### src/rtl/core/cilp_pkg.sv
// types, codes and constants of the integer literal parser
// no dependencies; imported by every module under rtl/core
package cilp_pkg;

   localparam int unsigned ValueWidth = 64;
   localparam int unsigned SumWidth   = ValueWidth + 4;

   typedef enum logic [1:0] {
      RADIX_DEC = 2'd0,
      RADIX_OCT = 2'd1,
      RADIX_HEX = 2'd2
   } radix_type;

   typedef enum logic [1:0] {
      PH_FIRST  = 2'd0,
      PH_SECOND = 2'd1,
      PH_DIGITS = 2'd2,
      PH_SUFFIX = 2'd3
   } phase_type;

   typedef enum logic [1:0] {
      LP_NONE  = 2'd0,
      LP_LOWER = 2'd1,
      LP_UPPER = 2'd2
   } lpend_type;

   typedef enum logic [1:0] {
      ST_OK        = 2'd0,
      ST_INVALID   = 2'd1,
      ST_TOO_LARGE = 2'd2
   } status_type;

   localparam logic [7:0] CH_0    = 8'h30;
   localparam logic [7:0] CH_7    = 8'h37;
   localparam logic [7:0] CH_9    = 8'h39;
   localparam logic [7:0] CH_UP_A = 8'h41;
   localparam logic [7:0] CH_UP_F = 8'h46;
   localparam logic [7:0] CH_UP_L = 8'h4C;
   localparam logic [7:0] CH_UP_U = 8'h55;
   localparam logic [7:0] CH_UP_X = 8'h58;
   localparam logic [7:0] CH_LO_A = 8'h61;
   localparam logic [7:0] CH_LO_F = 8'h66;
   localparam logic [7:0] CH_LO_L = 8'h6C;
   localparam logic [7:0] CH_LO_U = 8'h75;
   localparam logic [7:0] CH_LO_X = 8'h78;

   typedef struct packed {
      logic [7:0] char_code;
      logic       is_last;
   } req_word_type;

   typedef struct packed {
      logic [ValueWidth-1:0] value;
      logic                  unsigned_flag;
      status_type            status;
   } rsp_word_type;

   typedef struct packed {
      logic [ValueWidth-1:0] acc;
      radix_type             radix;
      phase_type             phase;
      logic                  saw_u;
      logic                  saw_l;
      lpend_type             l_pend;
      logic                  overflow;
      logic                  bad;
   } parse_state_type;

   localparam parse_state_type STATE_RESET = '{
      acc:      '0,
      radix:    RADIX_DEC,
      phase:    PH_FIRST,
      saw_u:    1'b0,
      saw_l:    1'b0,
      l_pend:   LP_NONE,
      overflow: 1'b0,
      bad:      1'b0
   };

endpackage

### src/rtl/core/cilp_in_stage.sv
// input register of the parser: holds one accepted character word
// depends on cilp_pkg
module cilp_in_stage (
   input  logic                  clock,
   input  logic                  reset,
   input  logic                  req_valid,
   output logic                  req_stall,
   input  cilp_pkg::req_word_type req_word,
   input  logic                  advance,
   output logic                  held_valid,
   output cilp_pkg::req_word_type held_word
);
   import cilp_pkg::*;

   logic         valid_ff;
   logic         valid_in;
   req_word_type word_ff;
   logic         accept;

   assign req_stall = valid_ff && !advance;
   assign accept    = req_valid && !req_stall;
   assign valid_in  = accept || (valid_ff && !advance);

   always_ff @(posedge clock) begin
      if (reset) begin
         valid_ff <= 1'b0;
      end else begin
         valid_ff <= valid_in;
      end
   end

   always_ff @(posedge clock) begin
      if (accept) begin
         word_ff <= req_word;
      end
   end

   assign held_valid = valid_ff;
   assign held_word  = word_ff;

endmodule

### src/rtl/core/cilp_step.sv
// one character step: next parse state and the result of a final character
// depends on cilp_pkg
module cilp_step (
   input  cilp_pkg::parse_state_type state_cur,
   input  cilp_pkg::req_word_type    word,
   output cilp_pkg::parse_state_type state_nxt,
   output cilp_pkg::rsp_word_type    result
);
   import cilp_pkg::*;

   logic [7:0]          ch;
   radix_type           eff_radix;
   logic                dig_ok;
   logic [3:0]          dval;
   logic [SumWidth-1:0] scaled;
   logic [SumWidth-1:0] sum;
   logic                do_digit;
   logic                do_suffix;
   lpend_type           pend;
   parse_state_type     upd;

   assign ch        = word.char_code;
   assign eff_radix = (state_cur.phase == PH_FIRST) ? RADIX_DEC : state_cur.radix;

   // digit decode against the radix in force for this character
   always_comb begin
      dig_ok = 1'b0;
      dval   = '0;
      if (ch inside {[CH_0:CH_9]}) begin
         dval   = ch[3:0];
         dig_ok = (eff_radix != RADIX_OCT) || (ch <= CH_7);
      end else if (eff_radix == RADIX_HEX && (ch inside {[CH_LO_A:CH_LO_F]})) begin
         dval   = 4'(ch - CH_LO_A + 8'd10);
         dig_ok = 1'b1;
      end else if (eff_radix == RADIX_HEX && (ch inside {[CH_UP_A:CH_UP_F]})) begin
         dval   = 4'(ch - CH_UP_A + 8'd10);
         dig_ok = 1'b1;
      end
   end

   always_comb begin
      case (eff_radix)
         RADIX_HEX: scaled = {state_cur.acc, 4'b0000};
         RADIX_OCT: scaled = {1'b0, state_cur.acc, 3'b000};
         default:   scaled = {3'b000, state_cur.acc, 1'b0} + {1'b0, state_cur.acc, 3'b000};
      endcase
      sum = scaled + SumWidth'(dval);
   end

   // next state
   always_comb begin
      upd       = state_cur;
      do_digit  = 1'b0;
      do_suffix = 1'b0;
      pend      = LP_NONE;
      if (!state_cur.bad) begin
         case (state_cur.phase)
            PH_FIRST: begin
               if (ch == CH_0 && !word.is_last) begin
                  upd.radix = RADIX_OCT;
                  upd.phase = PH_SECOND;
               end else begin
                  upd.radix = RADIX_DEC;
                  upd.phase = PH_DIGITS;
                  do_digit  = 1'b1;
               end
            end
            PH_SECOND: begin
               if ((ch == CH_LO_X || ch == CH_UP_X) && !word.is_last) begin
                  upd.radix = RADIX_HEX;
                  upd.phase = PH_DIGITS;
               end else begin
                  upd.phase = PH_DIGITS;
                  do_digit  = 1'b1;
               end
            end
            PH_DIGITS: begin
               do_digit = 1'b1;
            end
            default: begin
               do_suffix = 1'b1;
            end
         endcase
      end
      if (do_digit) begin
         if (dig_ok) begin
            upd.acc = sum[ValueWidth-1:0];
            if (sum[SumWidth-1:ValueWidth] != '0) begin
               upd.overflow = 1'b1;
            end
         end else begin
            upd.phase = PH_SUFFIX;
            do_suffix = 1'b1;
         end
      end
      if (do_suffix) begin
         pend       = state_cur.l_pend;
         upd.l_pend = LP_NONE;
         if ((pend == LP_LOWER && ch == CH_LO_L) || (pend == LP_UPPER && ch == CH_UP_L)) begin
            upd.l_pend = LP_NONE;
         end else if ((ch == CH_LO_U || ch == CH_UP_U) && !state_cur.saw_u) begin
            upd.saw_u = 1'b1;
         end else if ((ch == CH_LO_L || ch == CH_UP_L) && !state_cur.saw_l) begin
            upd.saw_l  = 1'b1;
            upd.l_pend = (ch == CH_LO_L) ? LP_LOWER : LP_UPPER;
         end else begin
            upd.bad = 1'b1;
         end
      end
      state_nxt = word.is_last ? STATE_RESET : upd;
   end

   // result of the token, used only on its final character
   always_comb begin
      if (upd.bad) begin
         result.value         = '0;
         result.unsigned_flag = 1'b0;
         result.status        = ST_INVALID;
      end else begin
         result.value         = upd.acc;
         result.unsigned_flag = upd.saw_u || upd.acc[ValueWidth-1];
         result.status        = upd.overflow ? ST_TOO_LARGE : ST_OK;
      end
   end

endmodule

### src/rtl/core/cilp_out_stage.sv
// result register of the parser: holds one word until the sink takes it
// depends on cilp_pkg
module cilp_out_stage (
   input  logic                  clock,
   input  logic                  reset,
   input  logic                  load,
   input  cilp_pkg::rsp_word_type result,
   output logic                  rsp_valid,
   input  logic                  rsp_stall,
   output cilp_pkg::rsp_word_type rsp_word
);
   import cilp_pkg::*;

   logic         valid_ff;
   logic         valid_in;
   rsp_word_type word_ff;

   assign valid_in = load || (valid_ff && rsp_stall);

   always_ff @(posedge clock) begin
      if (reset) begin
         valid_ff <= 1'b0;
      end else begin
         valid_ff <= valid_in;
      end
   end

   always_ff @(posedge clock) begin
      if (load) begin
         word_ff <= result;
      end
   end

   assign rsp_valid = valid_ff;
   assign rsp_word  = word_ff;

endmodule

### src/rtl/core/c_integer_literal_parser_core.sv
// top level of the c integer literal parser: parse state and the two stages
// depends on cilp_pkg, cilp_in_stage, cilp_step, cilp_out_stage
//
//   channel   direction   ports                            word
//   request   in          req_valid  req_stall  req_word   one character, last mark
//   response  out         rsp_valid  rsp_stall  rsp_word   value, unsigned flag, status
//
// one character word per cycle while req_stall is low; a final character passes the input register,
// then the result register, before its result is valid
// the rate is set by the parse state register, updated by one multiply-add a cycle while a character advances
// reset clears the parse state and both valid flags
// a stalled result holds back only a final character waiting behind it
module c_integer_literal_parser_core (
   input  logic                  clock,
   input  logic                  reset,
   input  logic                  req_valid,
   output logic                  req_stall,
   input  cilp_pkg::req_word_type req_word,
   output logic                  rsp_valid,
   input  logic                  rsp_stall,
   output cilp_pkg::rsp_word_type rsp_word
);
   import cilp_pkg::*;

   logic            held_valid;
   req_word_type    held_word;
   logic            advance;
   logic            load_rsp;
   parse_state_type state_ff;
   parse_state_type state_in;
   parse_state_type step_nxt;
   rsp_word_type    step_result;

   cilp_in_stage u_in_stage (
      .clock      (clock),
      .reset      (reset),
      .req_valid  (req_valid),
      .req_stall  (req_stall),
      .req_word   (req_word),
      .advance    (advance),
      .held_valid (held_valid),
      .held_word  (held_word)
   );

   cilp_step u_step (
      .state_cur (state_ff),
      .word      (held_word),
      .state_nxt (step_nxt),
      .result    (step_result)
   );

   assign advance  = held_valid && (!held_word.is_last || !rsp_valid || !rsp_stall);
   assign load_rsp = advance && held_word.is_last;
   assign state_in = advance ? step_nxt : state_ff;

   always_ff @(posedge clock) begin
      if (reset) begin
         state_ff <= STATE_RESET;
      end else begin
         state_ff <= state_in;
      end
   end

   cilp_out_stage u_out_stage (
      .clock     (clock),
      .reset     (reset),
      .load      (load_rsp),
      .result    (step_result),
      .rsp_valid (rsp_valid),
      .rsp_stall (rsp_stall),
      .rsp_word  (rsp_word)
   );

   // a final character always leaves the parse state clean for the next token
   a_state_cleared: assert property (@(posedge clock) disable iff (reset)
      load_rsp |=> (state_ff.phase == PH_FIRST && !state_ff.bad && state_ff.acc == '0))
      else $error("parse state not cleared after final character");

   // an invalid token reports zero and signed
   a_invalid_zero: assert property (@(posedge clock) disable iff (reset)
      (rsp_valid && rsp_word.status == ST_INVALID) |->
         (rsp_word.value == '0 && !rsp_word.unsigned_flag))
      else $error("invalid token with nonzero value");

   // a value above the signed maximum is flagged unsigned
   a_big_unsigned: assert property (@(posedge clock) disable iff (reset)
      (rsp_valid && rsp_word.value[ValueWidth-1]) |-> rsp_word.unsigned_flag)
      else $error("large value not flagged unsigned");

endmodule

### config.mk
export PLATFORM = sky130hd
export DESIGN_NAME = c_integer_literal_parser_core
export DESIGN_NICKNAME = d
export VERILOG_FILES = /design/src/rtl/core/cilp_pkg.sv /design/src/rtl/core/cilp_in_stage.sv /design/src/rtl/core/cilp_step.sv /design/src/rtl/core/cilp_out_stage.sv /design/src/rtl/core/c_integer_literal_parser_core.sv
export SDC_FILE = /design/constraint.sdc
export NUM_CORES = 1
export LEC_CHECK = 0
export BUFFER_PORTS_ARGS = -buffer_cell sky130_fd_sc_hd__buf_2
export CORE_MARGIN = 2
export CORE_UTILIZATION = 45
export DETAILED_ROUTE_END_ITERATION = 10
export HOLD_SLACK_MARGIN = 0.08
export PLACE_DENSITY = 0.67
export SYNTH_ARGS = -nofsm -noshare
export SYNTH_HDL_FRONTEND = slang
export SYNTH_SLANG_ARGS = --single-unit
### constraint.sdc
create_clock -name clock -period 12.4 [get_ports clock]
set_input_delay 1.86 -clock clock [delete_from_list [all_inputs] [get_ports clock]]
set_output_delay 1.86 -clock clock [all_outputs]
set_load 0.01 [all_outputs]
; ---- After elaboration in Yosys (flattened, before gate mapping)
; Cells that the tools add are included.
[classes]
muxes = 40
bitwise = 0
n_shift = 0
eq_ne = 18
multipliers = 0
n_addsub = 6
n_lt_le_gt_ge = 7
n_div = 0
reduce_logical = 42
[ops]
columns = op, n
row1 = one-hot mux 68 bit (2 select lines), 1
row2 = two-way mux 64 bit, 2
row3 = two-way mux 74 bit, 1
row4 = adder 65 x 67 -> 68 bit, 1
row5 = adder 68 x 4 -> 68 bit, 1
row6 = equality test 8 x 7 -> 1 bit (second input constant), 6
row7 = two-way mux 4 bit, 5
row8 = two-way mux 1 bit, 18
row9 = greater-or-equal comparator 8 x 7 -> 1 bit (second input constant), 2
row10 = <= comparator 8 x 6 -> 1 bit (second input constant), 2
row11 = <= comparator 8 x 7 -> 1 bit (second input constant), 2
row12 = logical AND 1 bit, 16
row13 = two-way mux 2 bit, 8
row14 = logical OR 1 bit, 10
row15 = two-way mux 3 bit, 3
row16 = adder 4 bit (second input constant), 2
row17 = equality test 8 x 6 -> 1 bit (second input constant), 1
row18 = greater-or-equal comparator 8 x 6 -> 1 bit (second input constant), 1
row19 = one-hot mux 4 bit (2 select lines), 1
row20 = subtractor 4 x 1 -> 4 bit (second input constant), 2
row21 = zero test 1 bit, 7
row22 = equality test 2 x 1 -> 1 bit (second input constant), 3
row23 = equality test 2 bit (second input constant), 3
row24 = AND reduction 5 bit, 1
row25 = 11 further kinds, 14
[word_totals]
ram_bits = 0
romBits = 0
elab_cells = 128
ff_bits = 152
latch_bits = 0
in_bits = 13
memories = 0

; ---- Longest topological paths before layout
; Gate-level depths: netlist of the first run.
[depth]
depth_word = 13
depth_mapped = 30
mapped_depth_nobuf = 23

; ---- Modules after synthesis
; A second synthesis of the first run with hierarchy kept.
[hier_totals]
hier_cells = 1974
hier_area_um2 = 15366.0
[by_module_without_submodules]
columns = module, instances, area_each_um2, cells_per_inst
row1 = cilp_step, 1, 9701.8, 1568
row2 = c_integer_literal_parser_core, 1, 3303.2, 323
row3 = cilp_out_stage, 1, 2040.7, 70
row4 = cilp_in_stage, 1, 320.3, 13

; ---- Worst setup path before layout of the first run
; No wires, ideal clock.
[synth_path]
kind = flip-flop to flip-flop
start = reg state_ff[7] (netlist bit)
end = reg u_out_stage.word_ff, in the netlist u_out_stage.rsp_word[1], data pin
setup_slack_ns = 6.058
arrival_time_ns = 6.069
path_buffers = 12
required_time_ns = 12.127
setup_ns = 0.273
stages_incl_launch_ff = 31
path_cell_list = dfxtp_1 > nor2_1 > nor2b_1 > ha_1 > buf_2 > clkbuf_1 > buf_4 > buf_4 > buf_2 > buf_2 > buf_2 > buf_2 > clkbuf_1 > buf_2 > clkbuf_1 > and2_1 > ha_1 > fa_1 > a21oi_1 > nor3_1 > nand2_1 > nor4b_1 > nand3b_1 > nor2_1 > nand4_1 > nor4_1 > buf_2 > nand3_1 > nor4b_1 > o2bb2ai_1 > a211oi_1
[synth_between]
elab_chain_len = 13
elab_cells_between_ends = 31
classes_between = add/sub: 1 / eq/ne: 5 / mux: 19 / reduce/logical: 6
[synth_lines]
columns = item, line_no
row1 = start: declaration, c_integer_literal_parser_core.sv:29  ; parse_state_type state_ff;
row2 = start signal: assignment, c_integer_literal_parser_core.sv:60  ; state_ff <= state_in;
row3 = zero test 2 bit, "cilp_step.sv:23, cilp_step.sv:57"
row4 = two-way mux 2 bit, cilp_step.sv:23  ; assign eff_radix = (state_cur.phase == PH_FIRST) ? RADIX_DEC : state_cur.radix;
row5 = equality test 2 bit, "cilp_step.sv:32, cilp_step.sv:35, cilp_step.sv:42"
row6 = logical AND 1 bit, cilp_step.sv:35  ; end else if (eff_radix == RADIX_HEX && (ch inside {[CH_UP_A:CH_UP_F]})) begin
row7 = two-way mux 4 bit, cilp_step.sv:35
row8 = two-way mux 4 bit, cilp_step.sv:32  ; end else if (eff_radix == RADIX_HEX && (ch inside {[CH_LO_A:CH_LO_F]})) begin
row9 = two-way mux 4 bit, cilp_step.sv:29  ; if (ch inside {[CH_0:CH_9]}) begin
row10 = adder 68 x 4 -> 68 bit, cilp_step.sv:47  ; sum = scaled + SumWidth'(dval);
row11 = nonzero test 4 bit, cilp_step.sv:88  ; if (sum[SumWidth-1:ValueWidth] != '0) begin
row12 = two-way mux 1 bit, cilp_step.sv:88
row13 = two-way mux 1 bit, cilp_step.sv:86  ; if (dig_ok) begin
row14 = two-way mux 1 bit, cilp_step.sv:85  ; if (do_digit) begin
row15 = two-way mux 2 bit, cilp_step.sv:122  ; result.status = upd.overflow ? ST_TOO_LARGE : ST_OK;
row16 = end signal: assignment, cilp_out_stage.sv:30  ; word_ff <= result;
row17 = end: declaration, cilp_out_stage.sv:16  ; rsp_word_type word_ff;
; Several ways; a longest one is shown, not always the timed one.
; A chain may end at the register's enable or synchronous reset.

; ---- Worst setup path after layout of the first run
[layout_path]
start = reg state_ff[6] (netlist bit)
end = reg u_out_stage.word_ff, in the netlist u_out_stage.rsp_word[60], data pin
[layout_between]
elab_chain_len = 10
elab_cells_between_ends = 28
classes_between = add/sub: 1 / eq/ne: 5 / mux: 17 / reduce/logical: 5
[layout_lines]
columns = item, line_no
row1 = zero test 2 bit, "cilp_step.sv:23, cilp_step.sv:57"
row2 = two-way mux 2 bit, cilp_step.sv:23
row3 = equality test 2 bit, "cilp_step.sv:32, cilp_step.sv:35, cilp_step.sv:42"
row4 = logical AND 1 bit, cilp_step.sv:35
row5 = two-way mux 4 bit or two-way mux 1 bit (tied branches), cilp_step.sv:35
row6 = two-way mux 4 bit or two-way mux 1 bit (tied branches), cilp_step.sv:32
row7 = two-way mux 4 bit or two-way mux 1 bit (tied branches), cilp_step.sv:29
row8 = adder 68 x 4 -> 68 bit or two-way mux 1 bit (tied branches), "cilp_step.sv:47, cilp_step.sv:86"
row9 = two-way mux 64 bit or two-way mux 1 bit (tied branches), "cilp_step.sv:86, cilp_step.sv:85"
row10 = two-way mux 64 bit or two-way mux 1 bit (tied branches), "cilp_step.sv:85, cilp_step.sv:96"
; Several ways; a longest one is shown, not always the timed one.

==> results of run 1 <==
## layer usage
layer / global-route usage, % / routed length, um / vias to the layer above
met4: 7.67 / 866 / 0
met5: 0 / 0 / -
met3: 6.66 / 5670 / 59
met2: 40.3 / 19700 / 775
li1: - / - / 6924
met1: 44.4 / 22800 / 7049
## placed cells by master (no fill, tap or decap), types with 14 or more instances in the layout
master / count
nor3_1: 43
o31ai_1: 19
xor2_1: 21
a31oi_1: 15
clkbuf_16: 17
nand4_1: 56
a221oi_1: 34
and2_1: 43
a21o_1: 16
buf_2: 81
and3_1: 17
a211oi_1: 28
xnor2_1: 48
inv_1: 31
nand3_1: 39
a21oi_1: 154
a221o_1: 18
o21ai_0: 124
or3_1: 16
nand2b_1: 22
nand2_1: 197
nor2_1: 182
dfxtp_1: 76
a22oi_1: 44
nor2b_1: 17
ha_1: 69
o21ai_1: 14
buf_4: 17
edfxtp_1: 76
and4_1: 18
a22o_1: 14
## registers in the layout, summed over array words and instances, names as in the netlist
register / count
u_in_stage.held_valid: 1
u_out_stage.rsp_word: 67
u_in_stage.held_word: 9
u_out_stage.rsp_valid: 1
state_ff: 74
## worst min-delay path, stage by stage (launching register included)
cell,delay (ns)
dfxtp_1,0.31
o21ai_0,0.07
a21oi_1,0.06
## logic make-up after synthesis
logic type,after synthesis,share of synthesized area (%)
simple gates,730,26.4
compound gates,617,29.9
buf+inv,163,4.74
flops,152,26.9
fa+ha+maj,73,6.55
xor+xnor,69,4.27
mux,18,1.32
## final timing paths
path	from	end	slack [ns]
setup / recovery	state_ff[6]	u_out_stage.rsp_word[60]	6.66
hold / removal	state_ff[9]	state_ff[9]	0.48
setup reg to reg	state_ff[6]	u_out_stage.rsp_word[60]	6.66
hold reg to reg	state_ff[9]	state_ff[9]	0.48
## power by group
part / switching (uW) / internal, uW / total, uW
sequential: 6.78 / 534 / 541
combinational: 41.8 / 14.3 / 56.1
clock: 228 / 307 / 535
total: 277 / 855 / 1130
## area by class of cell
type                       count  area [um2]
sequential                   152        3800
multi-input combinational   1507        9720
tap                          396         495
inverter                      31         116
timing repair buffer          98         533
fill                        2957       15600
clock buffer                  18         439
clock inverter                14         161
## through the flow
stage               instances  util, %  hold WS [ns]
finish                   2216     49.5         0.481
global route             2216     49.5         0.509
CTS                      2216     49.5         0.485
detailed placement       2184     47.6         0.474
global placement         2184     47.6         0.461
floorplan                1822        -         0.446
## cells in the mapped netlist, drive strengths merged (7+ instances only)
| cell type | n |
|---|---|
| a211o | 12 |
| a211oi | 36 |
| a21o | 16 |
| a21oi | 154 |
| a221o | 18 |
| a221oi | 35 |
| a22o | 14 |
| a22oi | 44 |
| a31o | 8 |
| a31oi | 16 |
| a32oi | 10 |
| and2 | 45 |
| and3 | 18 |
| and4 | 18 |
| buf | 44 |
| clkbuf | 88 |
| dfxtp | 76 |
| edfxtp | 76 |
| ha | 71 |
| inv | 31 |
| mux2i | 13 |
| nand2 | 197 |
| nand2b | 22 |
| nand3 | 40 |
| nand3b | 7 |
| nand4 | 59 |
| nand4b | 8 |
| nor2 | 184 |
| nor2b | 17 |
| nor3 | 46 |
| nor3b | 8 |
| nor4 | 16 |
| o2111ai | 8 |
| o211ai | 15 |
| o21a | 10 |
| o21ai | 138 |
| o31ai | 19 |
| or2 | 10 |
| or3 | 16 |
| xnor2 | 48 |
| xor2 | 21 |
==> flow_summary.yaml, run 1 <==
worst_setup_path:
  path_common_cell: "nand2_1"
  critical_path.max_stage_delay_ns: 0.51
  endpoint_kind: "flop"
  critPathBufInv: 2
  crit_path_start_kind: "flop"
  crit_required_ns: 12.58
  r2r_cells: 22
  critPathMaxFanout: 11
  cp.depth: 22
  crit_path_top_delay_cell: "nor4b_1"
  arrival_ns: 5.92
  path_class: "reg2reg"
  crit_chain: "o21ai_0 > inv_1 > ha_2 > nand2_1 > nor4_1 > and3_1 > nand2_1 > o21ai_0 > fa_1 > a21oi_1 > nor3_1 > nand2_1 > nor4b_1 > nand3b_1 > nor2_1 > nand4_1 > nor4_1 > buf_4 > and2_1 > a31oi_1 > o31ai_1 > nor2_1"
  cpLargestDelayFamily: "simple AND/OR/NAND/NOR gates"
layout:
  diodes: 0
  design_area_mm2: 0.0153
  nets: 1893
  area_delta_synth_final_pct: 7.76
  drive_gt1_share_pct: 10.4
sta:
  setup_violations: 0
  max_freq_ghz: 0.174
  fin_setup_tns_ns: 0
  relSlewSlack_pct: 20.5
  worstMarginPinSlew_ns: 1.19
  hold_violations: 0
  drv_slew: 0
  rsz0062_at_grt: "no"
  skew_ns: 0.0134
  worst_slack_ns: 6.66
  fin_crit_sh_pct: 46.3
  period_minus_slack_ns: 5.74
floorplanning:
  io_pins: 82
  die_area_mm2: 0.0329
  start_util_pct: 45.9
  die_h_um: 181
  rows: 64
  die_width_um: 181
  core_mm2: 0.0308
pwr:
  power.total_uw: 1130
  p_per_area_mw_per_mm2: 74.1
  peakVddDrop_uv: 109
  leakage_uw: 0.00543
placement:
  port_buffers: 81
  gp_congestion: 0.937
  dpl_cell_area_mm2: 0.0147
  pre_cts_ws_ns: 6.82
  hpwlAfterDp_um: 36600
cts:
  cts_max_path_buffers: 2
  cts_num_sinks: 152
  post_cts_buffers: 0
  cts_hold_buf: 0
  cts_buffers: 17
  cts_tree: "built"
  htree_levels: 4
  cts_resized: 0
  worstSkewPairLatency_ns: 0.44
  clockRootBuffer: "clkbuf_16"
  clk_pin_slew_ns: 0.07
global_routing:
  grt_start_max_net_pins: 70
  grt_use_total_pct: 29.0
  antenna_found_initial: 0
  grt.overflow.total: 0
  grt_pass1_wl_um: 75400
  grt_pass1_vias: 13200
yosys:
  synth_area_mm2: 0.0142
  netlist-cell-type-count: 90
  synth_seq_cells: 152
  synth-edff-count: 76
  yosysTopAreaCell: "edfxtp_1"
  synth_nets: 1908
  seq_area_frac_synth_pct: 26.9
  synth_area_leaders: "edfxtp_1 (16%), dfxtp_1 (11%), ha_1 (6.3%)"
  postSynthAreaPerCell_um2: 7.77
  netlist.area_leader.share_pct: 16.1
  async_reset_ff_share_pct: 0
  synthCells: 1822
  synth_ff_type: "edfxtp_1"
  ys_warn_count: 0
route:
  wl_um: 49000
  wire_per_inst_um: 22.1
  via_count: 14800
  drt_iter0_drc: 1769
  detail-route-antenna-nets: 0
  route.detailed.drc: 0
  dr.pass1.iters: 6
  vias_per_cell: 6.68
min_path:
  hp-class: "reg2reg"
  hold_depth: 2
run:
  cap_violations: 0
outcome:
  outcome: "completed"
Power figures use the tool's default switching activity.
==> run 2, diff against run 1 <==
==> constraint.sdc (replaced) <==
create_clock -name clock -period 6 [get_ports clock]
set_input_delay 0.9 -clock clock [delete_from_list [all_inputs] [get_ports clock]]
set_output_delay 0.9 -clock clock [all_outputs]
set_load 0.01 [all_outputs]
==> run 2 against run 1 <==
  * Count of clock-buffer cells in the layout grew 1
  * Clock skew shrank 0.00059 ns
  * Sequential cell count is the same
  * Wire length is 0.67% lower
  * Cell count rose by 0.50%
  * Via count up 0.32%
  * Sequential share of layout area shrank 0.16 points
  * Final area up 0.65%
  * Critical path type unchanged
  * Largest cell class unchanged
  * Largest power group unchanged
==> flow_summary.yaml, run 2 (synthesis results as in run 1) <==
outcome:
  outcome: "completed"
cts:
  post_cts_buffers: 0
  cts_buffers: 17
  cts_num_sinks: 152
  cts_max_path_buffers: 2
  cts_hold_buf: 0
  cts_tree: "built"
  htree_levels: 4
  clockRootBuffer: "clkbuf_16"
  worstSkewPairLatency_ns: 0.45
  clk_pin_slew_ns: 0.07
  cts_resized: 0
pwr:
  p_per_area_mw_per_mm2: 151
  peakVddDrop_uv: 213
  leakage_uw: 0.00550
global_routing:
  antenna_found_initial: 0
  grt.overflow.total: 0
  grt_use_total_pct: 29.0
  grt_pass1_vias: 13300
  grt_start_max_net_pins: 69
  grt_pass1_wl_um: 75800
floorplanning:
  rows: 64
  die_width_um: 181
  die_area_mm2: 0.0329
  io_pins: 82
  core_mm2: 0.0308
  start_util_pct: 45.9
  die_h_um: 181
sta:
  worst_slack_ns: 0.554
  fin_crit_sh_pct: 90.8
  max_freq_ghz: 0.184
  hold_ws_ns: 0.489
  relSlewSlack_pct: 29.6
  drv_slew: 0
  period_minus_slack_ns: 5.45
  skew_ns: 0.0129
  worstMarginPinSlew_ns: 1.05
  fin_setup_tns_ns: 0
  rsz0062_at_grt: "no"
  hold_violations: 0
  setup_violations: 0
layout:
  nets: 1904
  final_common_cell: "nand2_1"
  diodes: 0
  largest_reg_flops: 74
  mostFrequentLayoutCells: "nand2_1 (197), nor2_1 (182), a21oi_1 (154), o21ai_0 (124), buf_2 (81)"
  final_util_pct: 49.8
  layoutNonFillerInstCount: 2227
  fill_cells: 2950
  drive_gt1_share_pct: 11.0
  regMostFlops: "state_ff"
  area_delta_synth_final_pct: 8.46
worst_setup_path:
  path_class: "reg2reg"
  crit_path_start_kind: "flop"
  crit_required_ns: 6.19
  critPathMaxFanout: 11
  endpoint_kind: "flop"
  arrival_ns: 5.63
placement:
  port_buffers: 81
  pre_cts_ws_ns: 0.622
  hpwlAfterDp_um: 36400
  gp_congestion: 0.945
  dp_cells: 2195
min_path:
  hp-class: "reg2reg"
route:
  detail-route-antenna-nets: 0
  wl_um: 48700
  drt_iter0_drc: 1655
  vias_per_cell: 6.67
  route.detailed.drc: 0
  dr.pass1.iters: 5
  wire_per_inst_um: 21.9
  via_count: 14900
run:
  cap_violations: 0
run 2: cell count changes in the layout (fill, tap and decap cells not counted), sizes merged:
cell,previous run,this run
buf,98,109
bufinv,2,0
clkinvlp,2,0
inv,37,39
clkbuf,18,19
clkinv,4,5
run 2: critical path, stage by stage, from the launching register on:
cell,delay [ns]
dfxtp_1,0.43
o21ai_0,0.20
inv_1,0.11
ha_2,0.18
nand2_1,0.05
nor4_1,0.15
and3_1,0.28
nor2b_1,0.15
o21ai_0,0.07
o21ai_0,0.17
fa_1,0.28
a21oi_1,0.08
nor3_1,0.25
nand2_1,0.15
nor4b_2,0.39
nand3b_1,0.21
nor2_1,0.26
nand4_1,0.21
nor4_1,0.45
buf_12,0.20
and2_1,0.35
a31oi_1,0.16
o31ai_1,0.33
nor2_1,0.08
run 2: per-layer routing:
metal / part of all wire (%) / wire [um] / vias to the layer above / global-route usage (%)
met5: 0 / 0 / - / 0
met4: 2.6 / 1270 / 0 / 9.27
met3: 11 / 5490 / 83 / 4.49
met2: 39 / 19200 / 805 / 39.3
met1: 47 / 22800 / 7002 / 46.0
li1: - / - / 6965 / -
run 2: report_power, final:
group          total (uW)  internal (uW)  leakage (uW)  switching, uW
registers            1120           1100       0.00133           13.4
logic                 117           30.6       0.00387           86.0
clock network        1090            597      0.000298            497
run 2: layout make-up:
class	count	area, um2	share of cell area, %
Multi-Input combinational cell	1507	9720	63.3
Sequential cell	152	3800	24.8
Timing Repair Buffer	109	628	4.09
Tap cell	396	495	3.23
Clock buffer	19	475	3.09
Clock inverter	13	123	0.798
Inverter	31	116	0.757
run 2: path summary, 6_finish.rpt:
| check | cells after the start | from | end | slack [ns] |
|---|---|---|---|---|
| setup / recovery | 23 | state_ff[6] | u_out_stage.rsp_word[60] | 0.55 |
| hold reg to reg | 2 | state_ff[9] | state_ff[9] | 0.49 |
| setup reg to reg | 23 | state_ff[6] | u_out_stage.rsp_word[60] | 0.55 |
| hold / removal | 2 | state_ff[9] | state_ff[9] | 0.49 |
run 2: stage by stage:
stage,area (um2),total power (uW)
2_1_floorplan,14200,1210
3_3_place_gp,14800,1250
3_5_place_dp,14800,1250
4_1_cts,15400,2330
5_1_grt,15400,2380
6_report,15400,2330
